<file path="config.mk">
export PLATFORM = sky130hd
export DESIGN_NAME = bpb_index
export DESIGN_NICKNAME = d
export VERILOG_FILES = /design/src/hdl/bpb_pkg.sv /design/src/hdl/bpb_index.sv
export SDC_FILE = /design/constraint.sdc
export NUM_CORES = 1
export LEC_CHECK = 0
export ABC_AREA = 1
export BUFFER_PORTS_ARGS = -buffer_cell sky130_fd_sc_hd__buf_2
export CELL_PAD_IN_SITES_DETAIL_PLACEMENT = 1
export CELL_PAD_IN_SITES_GLOBAL_PLACEMENT = 1
export CORE_AREA = 2 2 77 79
export DETAILED_ROUTE_END_ITERATION = 10
export DIE_AREA = 0 0 79 81
export GPL_TIMING_DRIVEN = 1
export PLACE_DENSITY = 0.86
export SYNTH_ARGS = -nofsm -noshare
export SYNTH_HDL_FRONTEND = slang
export SYNTH_SLANG_ARGS = --single-unit
</file>
<file path="constraint.sdc">
create_clock -name vclk -period 1.97
set_clock_uncertainty 0.2 [all_clocks]
set_input_delay 0.0985 -clock vclk [all_inputs]
set_output_delay 0.0985 -clock vclk [all_outputs]
set_load 0.05 [all_outputs]
</file>
<file path="src/hdl/bpb_pkg.sv">
// Package for the branch predictor with target buffer.
// Holds table sizes, register and mode codes and the shared types; no dependencies.
`timescale 1ns / 1ps
`default_nettype none

package bpb_pkg;

   localparam int ADDR_BITS      = 48;
   localparam int INDEX_BITS     = 12;
   localparam int HIST_BITS      = 16;
   localparam int TABLE_DEPTH    = 1 << INDEX_BITS;
   localparam int CLEAR_CNT_BITS = INDEX_BITS + 1;
   localparam int PC_INDEX_LSB   = 3;
   localparam int FIFO_DEPTH     = 3;
   localparam int FIFO_PTR_BITS  = 2;
   localparam int FIFO_CNT_BITS  = 2;

   localparam logic [1:0] CTR_RESET      = 2'd1;
   localparam logic [1:0] CTR_WEAK_TAKEN = 2'd2;
   localparam logic [1:0] CTR_MAX        = 2'd3;
   localparam logic [1:0] CTR_MIN        = 2'd0;

   localparam logic [ADDR_BITS-1:0] PC_STEP = ADDR_BITS'(4);

   typedef enum logic [1:0] {
      CSR_MODE         = 2'd0,
      CSR_INDEX_BITS   = 2'd1,
      CSR_HISTORY_BITS = 2'd2
   } csr_index_type;

   typedef enum logic [1:0] {
      MODE_BIMODAL = 2'd0,
      MODE_GSHARE  = 2'd1,
      MODE_GSELECT = 2'd2
   } mode_type;

   typedef struct packed {
      logic [ADDR_BITS-1:0] target;
      logic [1:0]           ctr;
   } entry_type;

   typedef struct packed {
      logic [FIFO_CNT_BITS-1:0] count;
      logic                     empty;
   } fifo_status_type;

endpackage

`default_nettype wire

</file>
<file path="src/hdl/bpb_index.sv">
// Table index generation: bimodal, gshare and gselect.
// Depends on bpb_pkg.
`timescale 1ns / 1ps
`default_nettype none

module bpb_index import bpb_pkg::*; (
   input  wire logic [1:0]            mode,
   input  wire logic [3:0]            index_bits,
   input  wire logic [4:0]            history_bits,
   input  wire logic [INDEX_BITS-1:0] pc_bits,
   input  wire logic [HIST_BITS-1:0]  history,
   output logic      [INDEX_BITS-1:0] index
);

   logic [3:0]            s;
   logic [3:0]            b;
   logic                  b_lt_s;
   logic [3:0]            low_bits;
   logic [INDEX_BITS-1:0] imask;
   logic [INDEX_BITS-1:0] base;
   logic [INDEX_BITS-1:0] hist_low;
   logic [INDEX_BITS-1:0] sel_idx;

   always_comb begin
      s = (index_bits > 4'(INDEX_BITS)) ? 4'(INDEX_BITS) : index_bits;
      // history longer than any index never takes the gselect path, so clip to 4 bits
      b_lt_s = ({1'b0, s} > history_bits);
      b = history_bits[3:0];
      low_bits = s - b;
      imask = ~({INDEX_BITS{1'b1}} << s);
      base = pc_bits & imask;
      hist_low = history[INDEX_BITS-1:0] & ~({INDEX_BITS{1'b1}} << b);
      sel_idx = ((base & ~({INDEX_BITS{1'b1}} << low_bits)) | (hist_low << low_bits)) & imask;
      case (mode)
         MODE_GSHARE:  index = (base ^ history[INDEX_BITS-1:0]) & imask;
         MODE_GSELECT: index = b_lt_s ? sel_idx : base;
         default:      index = base;
      endcase
   end

endmodule

`default_nettype wire

</file>
Word level (Yosys, flattened, before mapping):

Index checks and enable logic that the tools add are counted.

* bits in registers: 0
* output and inout bits: 12

* $add $sub $neg: 1
* magnitude comparators: 2
* equality and inequality tests: 2
* shift operators: 4
* muxes and demuxes: 3
* bitwise operators: 10

Operator list (number)
* $and 12x12->12: 5
* $not 12->12: 3
* $shl 12x4->12 const A: 3
* $pmux 12 s2: 1
* $mux 12: 1
* $or 12x12->12: 1
* $shl 12x4->12: 1
* $xor 12x12->12: 1
* $gt 4x5->1: 1
* $gt 4x4->1 const B: 1
* $mux 4: 1
* $sub 4x4->4: 1
* $eq 2x1->1 const B: 1
* $eq 2x2->1 const B: 1

Depth between registers and ports, before layout:

* word-level depth: 10
* depth in mapped cells: 16
* mapped depth without buffers: 15

Worst setup path after synthesis:

No wires, ideal clock.

* kind: input-to-output
* start point: input port index_bits[2]
* end point: output port index[8]
* arrival time: 2.532 ns
* required time: 1.671 ns
* setup slack: -0.860 ns
* stages on the path: 11
* path buffers: 1
* cell sequence: nand2_2 nand2_1 ha_1 fa_1 clkbuf_1 o21ai_0 o21ai_0 nor2_1 nor2_1 nand2_1 a21oi_1

* cells in the longest elaborated chain, start to end: 10
* elaborated cells on any way between the ends: 17
* those cells by class: 1 x add/sub; 2 x order compare; 3 x shift; 3 x mux; 8 x bitwise

Ends and longest elaborated chain
* start, declared: RTL line bpb_index.sv:8 `input wire logic [3:0] index_bits,`
* $gt 4x4->1: RTL line bpb_index.sv:25 `s = (index_bits > 4'(INDEX_BITS)) ? 4'(INDEX_BITS) : index_bits;`
* $mux 4 (*): RTL line bpb_index.sv:25
* $sub 4x4->4 / $shl 12x4->12 (equally long branches): RTL line bpb_index.sv:29, bpb_index.sv:30
* $shl 12x4->12 / $not 12->12 (equally long branches): RTL line bpb_index.sv:33, bpb_index.sv:30
* $not 12->12 / $and 12x12->12 (equally long branches): RTL line bpb_index.sv:33, bpb_index.sv:31
* $and 12x12->12: RTL line bpb_index.sv:33 `sel_idx = ((base & ~({INDEX_BITS{1'b1}} << low_bits)) | (hist_low << low_bits)) & imask;`
* $or 12x12->12: RTL line bpb_index.sv:33
* $and 12x12->12: RTL line bpb_index.sv:33
* $mux 12: RTL line bpb_index.sv:36 `MODE_GSELECT: index = b_lt_s ? sel_idx : base;`
* $pmux 12 s2 (*): RTL line bpb_index.sv:34 `case (mode)`
* end, declared: RTL line bpb_index.sv:12 `output logic [INDEX_BITS-1:0] index`

Mark *: on every way between the ends. The rest lies on a longest branch, timed or not.

Worst setup path in the final report:

* start point: input port index_bits[3]
* end point: output port index[9]

The elaborated chain is that of the path after synthesis.

==> out/results.ini <==
[status]
status = complete, but fails checks
violations = negative setup slack

[worst_setup_path]
start_kind = input pin
crit_fanout = 5
cp.required_ns = 1.67
crit_slowest_cell = fa_2
cpMostUsedCell = nand2_1
worstPathCellList = buf_8 > nand2_8 > nand2_4 > ha_4 > fa_2 > buf_6 > nand2_1 > nand3_1 > nand2_1 > nand2_1 > nand3_1 > nand2_1 > nand2_2 > a21oi_4 > buf_6
arrival_ns = 2.27
slowest_delay_ns = 0.70
crit_type = in2out
end_kind = output pin

[routing]
wire_per_inst_um = 19.7
drc_errors = 0
via_per_inst = 5.77
via_count = 2996
first_pass_iters = 4
drt_iter0_drc = 196
wl_mm = 10.2
ant_nets = 0

[timing]
worst_slew_pin_slew_ns = 0.399
setup_ws_ns = -0.600
max_freq_mhz = 389
final_hold_viol_count = 0
setup_viol = 12
grt_setup_unrepaired = true
fin_setup_tns_ns = -6.03
finalCritPeriodShare_pct = 130
slew_headroom_pct = 73.4
slew_viol_final = 0
timing.hold.ws_ns = 0.486
post-route-min-period_ns = 2.57

[synthesis]
netlist.top_cell.by_area = nand2_1
syn_nets = 400
synth_top_area_share_pct = 23.0
yosys-top-cells-area = nand2_1, nand3_1, a21oi_1
yosysWarnings = 0
syn_inst = 354
avgSynthCellArea_um2 = 4.90
netlist_area_mm2 = 0.00173
ys_seq_area_share_pct = 0
synth_cell_types = 31

[global_routing]
grt_pass1_wl_mm = 14.5
overflow = 0
grt_start_max_net_pins = 16
grt_pass1_vias = 3062
antenna_found_initial = 0
grtUsageTotal_pct = 28.9

[place]
io_buffers = 47
place_area_mm2 = 0.00258
place_ws_ns = -0.621
place_inst = 512
dp_hpwl_mm = 6.97
gp_congestion = 0.927

[die]
initial_core_util_pct = 30.5
fp.dieW_um = 79
die_height_um = 81
rows = 28
dieArea_mm2 = 0.00640
pin_count = 51
design.core.area_mm2 = 0.00568

[finish]
drive_gt1_share_pct = 42.6
finalNonFillerCells = 519
seq_cell_count = 0
final_util_pct = 52.1
seqCellArea_um2 = 0
fillers = 797
syn_to_final_growth_pct = 70.8
fin_area_mm2 = 0.00296
nClkBuffers = 0
final_nets = 492
num_antenna_cells = 0
multi_input_area_mm2 = 0.00192

[power]
total_power_mw = 1.41
ir_drop_v = 0.000208
p_per_area_mw_per_mm2 = 475
p_leak_nw = 1.46

[job]
drv_cap = 0

[min_path]
hp-class = in2out

[clock_network]
ctsHoldBuffers = 0

-- logic make-up (layout without fill, tap and decap cells) --
logic type,after synthesis,in the layout,share of synthesized area [%]
compound gates,64,64,20.7
xor+xnor,8,8,4.04
fa+ha+maj,7,7,5.49
buf+inv,55,145,13.0
simple gates,220,220,56.8
-- placed cells by master (no fill, tap or decap), types with 2 or more instances in the layout --
cell type  synthesis  layout
nand2_1          106      87
buf_4              1      50
nand3_1           57      43
buf_2              6      33
inv_1             38      31
nor2_1            33      28
a21oi_1           36      23
nand2_2            8      20
buf_6              1      17
nand3_2            2      11
a21oi_4            0      11
nand4_1            9       9
xor2_1             7       7
nand2_4            0       6
inv_2              2       6
o21ai_0           10       6
a31oi_1            5       5
nand3_4            0       5
o21ai_2            1       5
a21oi_2            2       4
inv_4              0       3
nor2_4             1       3
nor2_2             0       3
o21a_1             3       3
o211ai_1           3       3
ha_4               0       3
nand3b_1           2       2
o21ai_1            2       2
ha_1               6       2
-- cell type report --
| class | count | share of cell area, % |
|---|---|---|
| timing repair buffer | 102 | 25.9 |
| tap | 75 | 3.17 |
| multi-input combinational | 299 | 65.0 |
| timing repair inverter | 1 | 0.169 |
| inverter | 42 | 5.75 |
-- cell usage after synthesis, types with 2 or more instances --
cell type  count
nand2_1      106
nand3_1       57
inv_1         38
a21oi_1       36
nor2_1        33
o21ai_0       10
nand4_1        9
nand2_2        8
xor2_1         7
buf_2          6
ha_1           6
a31oi_1        5
clkbuf_1       5
o211ai_1       3
o21a_1         3
a21oi_2        2
clkinv_1       2
inv_2          2
nand3_2        2
nand3b_1       2
o21ai_1        2
-- metal layers --
| layer | share of wire, % | GRT usage, % | vias up |
|---|---|---|---|
| li1 | - | - | 1357 |
| met1 | 37 | 32.5 | 1434 |
| met2 | 51 | 54.6 | 155 |
| met3 | 6.3 | 2.22 | 50 |
| met4 | 5.4 | 14.8 | 0 |
| met5 | 0 | 0 | - |
-- path summary, 6_finish.rpt --
path	from	to	depth (start not counted)
setup / recovery	index_bits[3]	index[9]	15
hold / removal	pc_bits[10]	index[10]	4
-- timing repair --
item | 4_1_cts | 5_1_grt
buffers inserted | 5 | 1
gates cloned | 1 | 0
pin swaps | 29 | 15
setup endpoints to repair | 12 | 12
gates resized for setup | 62 | 28
-- where the power goes --
| group | internal [mW] | switching (mW) | total (mW) |
|---|---|---|---|
| clock | 0 | 0 | 0 |
| combinational | 0.526 | 0.880 | 1.41 |
| sequential | 0 | 0 | 0 |
| total | 0.526 | 0.880 | 1.41 |
-- worst max-delay path: cells and delay by family --
| kind | cells | cell delay [ns] |
|---|---|---|
| AOI/OAI and AO/OA | 1 | 0.13 |
| buffers and inverters | 3 | 0.45 |
| and+or+nand+nor | 9 | 0.72 |
| adders and majority gates | 2 | 0.86 |
Power figures use the tool's default switching activity.
