<file path="src/hdl/bpb_pkg.sv">
// Package for the branch predictor with target buffer.
// Holds table sizes, register and mode codes and the shared types; no dependencies.
`timescale 1ns / 1ps
`default_nettype none

package bpb_pkg;

   localparam int ADDR_BITS      = 48;
   localparam int INDEX_BITS     = 12;
   localparam int HIST_BITS      = 16;
   localparam int TABLE_DEPTH    = 1 << INDEX_BITS;
   localparam int CLEAR_CNT_BITS = INDEX_BITS + 1;
   localparam int PC_INDEX_LSB   = 3;
   localparam int FIFO_DEPTH     = 3;
   localparam int FIFO_PTR_BITS  = 2;
   localparam int FIFO_CNT_BITS  = 2;

   localparam logic [1:0] CTR_RESET      = 2'd1;
   localparam logic [1:0] CTR_WEAK_TAKEN = 2'd2;
   localparam logic [1:0] CTR_MAX        = 2'd3;
   localparam logic [1:0] CTR_MIN        = 2'd0;

   localparam logic [ADDR_BITS-1:0] PC_STEP = ADDR_BITS'(4);

   typedef enum logic [1:0] {
      CSR_MODE         = 2'd0,
      CSR_INDEX_BITS   = 2'd1,
      CSR_HISTORY_BITS = 2'd2
   } csr_index_type;

   typedef enum logic [1:0] {
      MODE_BIMODAL = 2'd0,
      MODE_GSHARE  = 2'd1,
      MODE_GSELECT = 2'd2
   } mode_type;

   typedef struct packed {
      logic [ADDR_BITS-1:0] target;
      logic [1:0]           ctr;
   } entry_type;

   typedef struct packed {
      logic [FIFO_CNT_BITS-1:0] count;
      logic                     empty;
   } fifo_status_type;

endpackage

`default_nettype wire

</file>
<file path="src/hdl/bpb_rsp_fifo.sv">
// Three-entry result queue between the update stage and the result channel.
// Depends on bpb_pkg.
`timescale 1ns / 1ps
`default_nettype none

module bpb_rsp_fifo import bpb_pkg::*; (
   input  wire logic                 clock,
   input  wire logic                 reset,
   input  wire logic                 push,
   input  wire logic [ADDR_BITS-1:0] push_data,
   input  wire logic                 pop,
   output logic      [ADDR_BITS-1:0] head_data,
   output fifo_status_type           status
);

   logic [ADDR_BITS-1:0]     slot_ff [FIFO_DEPTH];
   logic [FIFO_PTR_BITS-1:0] wr_ptr_ff, wr_ptr_in;
   logic [FIFO_PTR_BITS-1:0] rd_ptr_ff, rd_ptr_in;
   logic [FIFO_CNT_BITS-1:0] count_ff, count_in;
   logic                     do_pop;

   always_comb begin
      do_pop = pop && (count_ff != '0);
      wr_ptr_in = wr_ptr_ff;
      rd_ptr_in = rd_ptr_ff;
      if (push) begin
         wr_ptr_in = (wr_ptr_ff == FIFO_PTR_BITS'(FIFO_DEPTH - 1)) ? '0 : wr_ptr_ff + 1'b1;
      end
      if (do_pop) begin
         rd_ptr_in = (rd_ptr_ff == FIFO_PTR_BITS'(FIFO_DEPTH - 1)) ? '0 : rd_ptr_ff + 1'b1;
      end
      count_in = count_ff + FIFO_CNT_BITS'(push) - FIFO_CNT_BITS'(do_pop);
   end

   always_ff @(posedge clock) begin
      if (reset) begin
         wr_ptr_ff <= '0;
         rd_ptr_ff <= '0;
         count_ff  <= '0;
      end else begin
         wr_ptr_ff <= wr_ptr_in;
         rd_ptr_ff <= rd_ptr_in;
         count_ff  <= count_in;
      end
   end

   always_ff @(posedge clock) begin
      if (push) begin
         slot_ff[wr_ptr_ff] <= push_data;
      end
   end

   assign head_data    = slot_ff[rd_ptr_ff];
   assign status.count = count_ff;
   assign status.empty = (count_ff == '0);

endmodule

`default_nettype wire
</file>
<file path="config.mk">
export PLATFORM = sky130hd
export DESIGN_NAME = bpb_rsp_fifo
export DESIGN_NICKNAME = d
export VERILOG_FILES = /design/src/hdl/bpb_pkg.sv /design/src/hdl/bpb_rsp_fifo.sv
export SDC_FILE = /design/constraint.sdc
export NUM_CORES = 1
export LEC_CHECK = 0
export ABC_AREA = 1
export BUFFER_PORTS_ARGS = -buffer_cell sky130_fd_sc_hd__buf_4
export CORE_ASPECT_RATIO = 0.75
export CORE_MARGIN = 5
export CORE_UTILIZATION = 59
export DETAILED_ROUTE_END_ITERATION = 16
export GPL_ROUTABILITY_DRIVEN = 0
export PLACE_DENSITY = 0.84
export RECOVER_POWER = 100
export REMOVE_ABC_BUFFERS = 1
export SLEW_MARGIN = 20
export SYNTH_ARGS = -nofsm -noshare
export SYNTH_HDL_FRONTEND = slang
export SYNTH_SLANG_ARGS = --single-unit
</file>
<file path="constraint.sdc">
create_clock -name clock -period 8.8 [get_ports clock]
set_clock_uncertainty 0.2 [all_clocks]
set_input_delay 1.76 -clock clock [delete_from_list [all_inputs] [get_ports clock]]
set_output_delay 1.76 -clock clock [all_outputs]
set_load 0.02 [all_outputs]
</file>
# == Word level (Yosys, flattened, before mapping) ==
# Memories as Yosys holds them, arrays and structs flattened. A register that Yosys moved wholly into a read port is not among the register bits.
# Cells that the tools add are included.
# word_totals
elab_cells,19
n_memories,1
inputBits,52
ff_bits,6
ram_bits,144
output_inout_bits,51
# memory_table
memory,depth,word_bits,rd,rd_ports_with_merged_regs,write_ports,line,rtl
slot_ff,3,48,1,1,1,bpb_rsp_fifo.sv:16,logic [ADDR_BITS-1:0] slot_ff [FIFO_DEPTH];
# op_classes
n_reduce_logical,3
n_eq_ne,2
muxes,6
addsub,4
# ops
operator,count
2-to-1 mux 2 bit,4
adder 2 x 1 -> 2 bit (second input constant),2
== test 2 bit (second input constant),2
adder 2 x 1 -> 2 bit,1
logical NOT 2 bit,1
2-to-1 mux 1 bit,2
nonzero test 2 bit,1
subtractor 2 x 1 -> 2 bit,1
logical AND 1 bit,1

# == Logic depth before layout (Yosys ltp) ==
# logic_depth
depth_word,4
depth_mapped,7

# == Least setup slack after synthesis ==
# No wires, ideal clock.
# synth_timing
kind,input -> register
start,in push
end,"mem slot_ff[2][0], enable pin"
setup_ns,0.513
arrival_time_ns,5.079
stages,2
setup_slack_ns,3.008
n_path_buf,0
required_ns,8.087
cell_sequence,inv_1 -> nor3_1
# synth_between
elab_chain_len,2
# synth_rtl
element,line,rtl
start: declaration,bpb_rsp_fifo.sv:9,"input wire logic push,"
2-to-1 mux 1 bit,bpb_rsp_fifo.sv:48,if (push) begin
2-to-1 mux 1 bit (implied by the code),bpb_rsp_fifo.sv:49,slot_ff[wr_ptr_ff] <= push_data;
end: declaration,bpb_rsp_fifo.sv:16,
# No other way between the ends.

==> summary.md <==
| Metric | Value |
|---|---|
| Synth area leaders | `edfxtp_1 (76%), a21oi_1 (6.9%), nand2_1 (3.7%)` |
| DRC Markers | `0` |
| Clk_lat worst skew | `0.41 ns` |
| Final HPWL DP | `6.85 mm` |
| Async set or reset register ratio after synthesis | `0%` |
| WP data required | `6.84 ns` |
| Hold_sp | `rd_ptr_ff[1]$_SDFFE_PP0P_` |
| Dpl ws | `4.51 ns` |
| Dominant synthesized flop cell | `edfxtp_1` |
| Starting Density | `59.7%` |
| Min cycle time layout | `4.94 ns` |
| Worst vdd ir | `0.178 mV` |
| CTS buffer count | `17` |
| Final hold vios | `0` |
| Reg power frac | `47.9%` |
| Outcome | `complete, but fails checks` |
| EDFF count, synth | `144` |
| Die width | `124 um` |
| Initial drt markers | `304` |
| CTS clk-pin slew, worst paths | `0.06 ns` |
| Post-Syn Area | `5720 um^2` |
| ANT nets after route | `0` |
| Antenna violations before repair | `0` |
| FF-to-FF path depth | `3` |
| R2R setup slack | `5.31 ns` |
| Post-CTS setup buffer count | `0` |
| Worst R2R End | `slot_ff[1][10]$_DFFE_PP_` |
| Top Ports | `103` |
| First-pass GRT wire length | `18.0 mm` |
| Sw frac | `23.6%` |
| First-pass DRT Iterations | `5` |
| Die area | `11,800 um^2` |
| Hold crit path type | `reg -> reg` |
| Simple-gate share of the synthesized area | `8.00%` |
| Reg2Reg Launch Point | `wr_ptr_ff[1]$_SDFFE_PP0P_` |
| Least-Margin Pin Slew | `2.90 ns` |
| Global Route Usage Sum | `20.8%` |
| Final WS setup | `3.86 ns` |
| Compound-cell area share of the yosys netlist | `10.2%` |
| PortBufs | `102` |
| H-tree levels | `4` |
| PD cells | `262 nW/um^2` |
| Clock root cell | `clkbuf_16` |
| Clock network fraction of total power | `41.0%` |
| Final Util | `70.5%` |
| RSZ-0062 raised after global routing | `false` |
| PostCTS Resize Cnt | `0` |
| Setup crit end kind | `output pin` |
| Syn Inst Count | `407` |
| Synth top cells by count | `edfxtp_1 (144), a21oi_1 (79), nand2_1 (57), nor2_1 (57), a21oi_2 (20)` |
| Max-slew headroom | `-93.1%` |
| Cell Int Power | `1350 uW` |
| Final WL | `12.1 mm` |
| Number of core rows | `31` |
| Final net count | `563` |
| Largest net degree at the start of global routing | `50` |
| Seq/Total Area, Yosys | `78.4%` |
| Clk buf depth | `2` |
| Post-CTS Hold Buffers | `0` |
| Largest area contributor in the netlist | `edfxtp_1` |
| Number of vias in the routed layout | `3,632` |
| Synth-to-Final Area Change | `18.0%` |
| Ys Warns | `0` |
| Area after DPL | `6540 um^2` |
| Netlist cell types | `16` |
| Mux contribution to synthesized area | `0%` |
| Failing checks | `max-capacitance violations, max-slew violations` |
| Core box area | `9580 um^2` |
| Gr ovfl total | `0` |
| Synthesized area per cell | `14.1 um^2` |
| Xor and xnor fraction of the mapped netlist area | `0%` |
| Maxcap violations | `4` |
| Max Freq | `0.202 GHz` |
| Switch Pwr | `417 uW` |
| Top-count cell post-synth | `edfxtp_1` |
| Die height | `95.3 um` |
| Pleak | `0.00233 uW` |
| Adder-Cell Fraction of Synth Area | `0.219%` |
| Number of global-route vias before repair | `3,679` |
| Crit Path Class | `reg -> out` |
| Main combinational cell family by area after synthesis | `compound AO/OA/AOI/OAI gates` |
| Logic pwr share | `11.1%` |
| CTS sink cnt | `152` |
| Hold Path Depth | `2` |
| WP data arrival | `2.98 ns` |
| Top-area cell type share of the netlist area | `75.6%` |
| Ant. Diodes | `0` |
| Max-slew violations | `196` |
| CTS tree | `yes` |
| Layout cells sized above 1 | `10.3%` |
| WL/cell | `18.4 um` |
| Fin area | `6760 um^2` |
| Post-route setup TNS | `0 ns` |
| Critical path launch point type | `flop` |
| Detail-routed via count per cell | `5.55` |
| Final number of setup-violating endpoints | `0` |
| #FFs+latches synth | `152` |
| Period Utilization, post-route | `56.2%` |
| Crit path max fanout | `49` |
==> critical path, stage by stage (launching register included) <==
cell	delay, ns
dfxtp_2	0.30
buf_4	0.31
inv_1	1.30
nor2_1	0.10
a21oi_1	0.26
clkbuf_1	0.27
==> worst max-delay path by stage <==
stage | from | endpoint | slack [ns] | depth (start not counted)
6_report | flop | head_data[35] | 3.86 | 5
5_1_grt | flop | head_data[35] | 3.56 | 5
4_1_cts | flop | head_data[24] | 4.06 | 4
3_5_place_dp | flop | head_data[24] | 4.51 | 4
3_3_place_gp | flop | head_data[6] | 4.61 | 4
2_1_floorplan | push | slot_ff[2][0]$_DFFE_PP_ | 3.01 | 2
==> per-stage QoR <==
step           hold slack, ns  instances  power [uW]
4_1_cts                 0.291        654        1810
3_5_place_dp            0.277        623        1090
3_3_place_gp            0.260        623        1090
5_1_grt                 0.316        654        1830
6_report                0.292        654        1770
2_1_floorplan           0.250        387         980
==> state kept, by name (all words and copies together) (netlist names), named ones only <==
signal     cells
rd_ptr_ff      2
slot_ff      144
wr_ptr_ff      2
count_ff       2
==> cell families after synthesis <==
group,after synthesis
buf+inv,33
simple gates,120
compound gates,101
flops,152
fa+ha+maj,1
==> metal layers <==
metal / vias to the layer above / GRT usage [%] / share of wire, %
li1: 1671 / - / -
met4: 0 / 8.11 / 1.3
met2: 150 / 34.5 / 49
met5: - / 0 / 0
met1: 1798 / 26.0 / 42
met3: 13 / 5.93 / 7.9
==> cells in the final DEF (no fill, tap or decap) <==
master / instances
nor2_1: 57
clkbuf_1: 100
clkbuf_16: 17
nand3_1: 5
clkinvlp_2: 2
o21ai_0: 1
dfxtp_1: 6
nand2_1: 57
inv_2: 1
a21oi_2: 18
o21a_1: 1
inv_1: 10
dfxtp_2: 1
bufinv_16: 4
buf_4: 6
nor3_1: 1
a21oi_1: 81
clkinvlp_4: 1
ha_1: 1
dfxtp_4: 1
clkinv_2: 3
edfxtp_1: 144
clkinv_1: 4
==> power groups by stage <==
stage | clock [uW] | sequential, uW | combinational [uW]
5_1_grt | 766 | 849 | 214
3_3_place_gp | 0 | 857 | 229
4_1_cts | 733 | 845 | 237
2_1_floorplan | 0 | 859 | 121
6_report | 724 | 847 | 196
3_5_place_dp | 0 | 859 | 235
==> cell type report <==
type	instances	area (um^2)
Tap cell	132	165
Sequential cell	152	4490
Inverter	13	51.3
Fill cell	718	2830
Timing Repair Buffer	104	413
Clock inverter	12	158
Multi-Input combinational cell	222	1050
Clock buffer	19	433
Note: power is estimated with default switching activity, not from simulation.
